===== config.mk =====
export PLATFORM = sky130hd
export DESIGN_NAME = bvn_coord_map
export DESIGN_NICKNAME = d
export VERILOG_FILES = /design/src/design/bvn_pkg.sv /design/src/design/bvn_coord_map.sv
export SDC_FILE = /design/constraint.sdc
export NUM_CORES = 1
export LEC_CHECK = 0
export ABC_AREA = 1
export ABC_CLOCK_PERIOD_IN_PS = 9620
export BUFFER_PORTS_ARGS = -buffer_cell sky130_fd_sc_hd__clkbuf_2
export CAP_MARGIN = 20
export CORE_UTILIZATION = 35
export DETAILED_ROUTE_END_ITERATION = 10
export PLACE_DENSITY = 0.64
export SLEW_MARGIN = 20
export SYNTH_ARGS = -nofsm -noshare
export SYNTH_HDL_FRONTEND = slang
export SYNTH_SLANG_ARGS = --single-unit

===== constraint.sdc =====
create_clock -name vclk -period 9.62
set_clock_uncertainty 0.1 [all_clocks]
set_input_delay 0.481 -clock vclk [all_inputs]
set_output_delay 0.481 -clock vclk [all_outputs]
set_load 0.05 [all_outputs]

===== src/design/bvn_pkg.sv =====
package bvn_pkg;

  // Lattice geometry: one more point per axis than the largest cell count.
  localparam int MAX_SCALE  = 15;
  localparam int IDX_W      = 4;
  localparam int VAL_W      = 16;
  localparam int COORD_W    = 24;
  localparam int SCALE_W    = 4;
  localparam int BANK_AW    = 6;
  localparam int BANK_DEPTH = 64;
  localparam int NUM_BANKS  = 4;
  localparam int PROD_W     = 34;

  localparam logic [SCALE_W-1:0] SCALE_RESET = 4'd2;

  // Request kinds on the input channel.
  typedef enum logic {
    KIND_WRITE = 1'b0,
    KIND_QUERY = 1'b1
  } kind_t;

  // Lattice write request.
  typedef struct packed {
    logic             en;
    logic [IDX_W-1:0] x;
    logic [IDX_W-1:0] y;
    logic [VAL_W-1:0] value;
  } wr_req_t;

  // Bank addresses for the four corners of one cell. The lattice is split
  // into four banks by the parity of x and y, so each bank is read once.
  typedef struct packed {
    logic         x_odd;
    logic         y_odd;
    logic [2:0]   xa_even;
    logic [2:0]   xa_odd;
    logic [2:0]   ya_even;
    logic [2:0]   ya_odd;
  } rd_req_t;

  // Corner values of one cell, first index along x, second along y.
  typedef struct packed {
    logic [VAL_W-1:0] g00;
    logic [VAL_W-1:0] g01;
    logic [VAL_W-1:0] g10;
    logic [VAL_W-1:0] g11;
  } corners_t;

  // Maps the truncated signed fraction f of a Q8.16 coordinate to (f+1)/2
  // in unsigned Q0.16. The fraction keeps the sign of the coordinate.
  function automatic logic [VAL_W-1:0] unit_position(input logic [COORD_W-1:0] c);
    logic [VAL_W-1:0] frac;
    logic [VAL_W:0]   sum;
    frac = c[COORD_W-1] ? (16'd0 - c[VAL_W-1:0]) : c[VAL_W-1:0];
    sum  = c[COORD_W-1] ? (17'h10000 - {1'b0, frac}) : {1'b1, frac};
    return sum[VAL_W:1];
  endfunction

  // First half of a lerp: weight times the signed difference of the ends.
  function automatic logic signed [PROD_W-1:0] lerp_prod(input logic [VAL_W-1:0] a,
                                                         input logic [VAL_W-1:0] b,
                                                         input logic [VAL_W-1:0] w);
    logic signed [VAL_W:0] d;
    d = $signed({1'b0, b}) - $signed({1'b0, a});
    return d * $signed({1'b0, w});
  endfunction

  // Second half of a lerp: add the floored Q0.16 step to the start value.
  function automatic logic [VAL_W-1:0] lerp_sum(input logic [VAL_W-1:0]        a,
                                                input logic signed [PROD_W-1:0] p);
    logic signed [VAL_W+1:0] s;
    s = $signed({2'b00, a}) + $signed(p[PROD_W-1:VAL_W]);
    return s[VAL_W-1:0];
  endfunction

endpackage


===== src/design/bvn_coord_map.sv =====
module bvn_coord_map (
  input  logic [bvn_pkg::COORD_W-1:0] coord_u,
  input  logic [bvn_pkg::COORD_W-1:0] coord_v,
  input  logic [bvn_pkg::SCALE_W-1:0] scale,
  output bvn_pkg::rd_req_t            rd_req,
  output logic [bvn_pkg::VAL_W-1:0]   weight_u,
  output logic [bvn_pkg::VAL_W-1:0]   weight_v
);

  logic [bvn_pkg::VAL_W-1:0] pos_u;
  logic [bvn_pkg::VAL_W-1:0] pos_v;
  logic [19:0]               scaled_u;
  logic [19:0]               scaled_v;
  logic [bvn_pkg::IDX_W-1:0] cell_u;
  logic [bvn_pkg::IDX_W-1:0] cell_v;
  logic [bvn_pkg::IDX_W-1:0] next_u;
  logic [bvn_pkg::IDX_W-1:0] next_v;

  // Position in the unit square, scaled to cell index and weight.
  always_comb begin
    pos_u    = bvn_pkg::unit_position(coord_u);
    pos_v    = bvn_pkg::unit_position(coord_v);
    scaled_u = {4'd0, pos_u} * {16'd0, scale};
    scaled_v = {4'd0, pos_v} * {16'd0, scale};
    cell_u   = scaled_u[19:16];
    cell_v   = scaled_v[19:16];
    weight_u = scaled_u[15:0];
    weight_v = scaled_v[15:0];
  end

  // The cell index never exceeds scale-1, so the upper corner needs no
  // clamp; with a scale of zero both weights are zero and it is ignored.
  always_comb begin
    next_u = cell_u + 4'd1;
    next_v = cell_v + 4'd1;
    rd_req.x_odd   = cell_u[0];
    rd_req.y_odd   = cell_v[0];
    rd_req.xa_even = cell_u[0] ? next_u[3:1] : cell_u[3:1];
    rd_req.xa_odd  = cell_u[0] ? cell_u[3:1] : next_u[3:1];
    rd_req.ya_even = cell_v[0] ? next_v[3:1] : cell_v[3:1];
    rd_req.ya_odd  = cell_v[0] ? cell_v[3:1] : next_v[3:1];
  end

endmodule


==> run metrics <==
largest cells by area after synthesis fa_1 18%, nand2_1 16%, inv_1 12%; # rows 47; Slew @ Worst Pin 0.739 ns; TNS Setup 0 ns; die width 134 um; crit start category input pin; RSZ-0062 raised after global routing no; Mapped Nets 1190; Worst Path Class, Setup input pin to output pin; Final setup viols 0; Critical Path Max Stage Delay 0.56 ns; Die Y 134 um; core area 0.0168 mm2; Tot Pwr 1430 uW; drt pass-1 iters 5; filler instances 1883; Syn Std Cell Area 0.00607 mm2; initial antenna violation count 0; layout cells sized above 1 13.3%; routed len/inst 11.2 um; CP arrival 5.91 ns; period utilization 67.5%; post-route ant nets 0; global route overflow 0; # clk buffers 0; Hold Buf Count CTS 0; Slew Limit Fails 0; vias 6074; crit-path most repeated cell nand2_1; post-cts resize count 0; synth warn 0; fin nets 1258; Crit. End Element output pin; status complete, no violations; largest net degree at the start of global routing 37; VDD IR max 196 uV; sequential area share after synthesis 0%; I/O pins 98; PwrDens 214 mW/mm2; Tot GR Track Use 16.7%; most numerous cell in the Yosys netlist nand2_1; Relative slew margins 50.8%; dpl hpwl 12800 um; max-cap violation count 0; Seq cells 0; placed insts 1312; Starting Density 36.2%; initial DRC count 310; post-synthesis cell count 1026; most common library cells after synthesis 258 x nand2_1, 188 x inv_1, 140 x nor2_1; Register Area 0 um2; I/O Buffers 84; Syn-to-layout area delta 10.1%; Synth Area per Inst 5.92 um2; Final Wtd Congestion 0.823; Cell variety after synth 40; Post CTS Setup Buffer Count 0; Leakage Power 0.00394 uW; Layout Cells excl Fill 1312; drt total wl 14700 um; data required time of the critical path 9.04 ns; routed vias/inst 4.63; Residual DRC 0; ANT cells 0; Final Hold Viols 0; Fmax 154 MHz; vias in the first global route 5565; first-pass GRT wire length 25600 um; Final min period 6.49 ns; top cell type by total area after synthesis fa_1; CP Max Fanout 36; Hold WC Path Type input pin to output pin; CP max-delay cell clkbuf_2; share of the synthesized area in the top cell type 18.5%; die area 0.0179 mm2
[report_power, final]
group | internal [uW] | switching (uW) | leakage [uW]
logic | 371 | 1060 | 0.00394
registers | 0 | 0 | 0
clock network | 0 | 0 | 0
total | 371 | 1060 | 0.00394
[worst paths after layout]
check / start / to / slack (ns) / cells past startpoint
worst min-delay path: coord_u[0] / weight_u[0] / 1.65 / 7
worst max-delay path: coord_u[23] / rd_req[10] / 3.13 / 30
[critical path: cells and delay by family]
family	cells	cell delay [ns]
adders and majority gates	4	1.60
AOI/OAI and AO/OA	2	0.57
xor gates and xnor gates	1	0.16
buffers and inverters	8	1.52
and+or+nand+nor	15	1.59
[cells in the final DEF (no fill, tap or decap), types with 17 or more instances in the layout]
| master | n |
|---|---|
| nand2_1 | 258 |
| inv_1 | 188 |
| nor2_1 | 140 |
| clkbuf_2 | 84 |
| nand3_1 | 79 |
| fa_1 | 56 |
| ha_1 | 56 |
| a21oi_1 | 54 |
| xor2_1 | 31 |
| o21ai_0 | 28 |
| nand2_2 | 17 |
[final cells by class]
type                            instances  area, um2  share of cell area [%]
Multi-Input combinational cell        807       5240                    78.3
Tap cell                              220        275                    4.12
Timing Repair Buffer                   84        420                    6.29
Inverter                              201        754                    11.3
[cells by family after synthesis]
kind of cell / count (synthesis) / share of synthesized area, %
simple gates: 541 / 38.8
buf+inv: 219 / 13.8
fa+ha+maj: 112 / 30.0
compound gates: 107 / 9.93
xor+xnor: 47 / 7.52
[per-layer routing]
| metal | up-vias | wire, um | global-route usage [%] |
|---|---|---|---|
| li1 | 3300 | - | - |
| met1 | 2646 | 8280 | 27.2 |
| met2 | 121 | 5690 | 24.4 |
| met3 | 7 | 614 | 1.18 |
| met4 | 0 | 72 | 0.884 |
| met5 | - | 0 | 0 |
[metrics by stage]
step / area, um2 / hold WS [ns] / utilization [%] / setup WS, ns
6_report: 6690 / 1.65 / 39.9 / 3.13
5_1_grt: 6690 / 1.76 / 39.9 / 2.54
4_1_cts: 6690 / 1.66 / 39.9 / 3.15
3_5_place_dp: 6690 / 1.66 / 39.9 / 3.18
3_3_place_gp: 6690 / 1.66 / 39.9 / 3.17
2_1_floorplan: 6070 / 1.27 / - / 3.74
(Power assumes the default switching activity.)
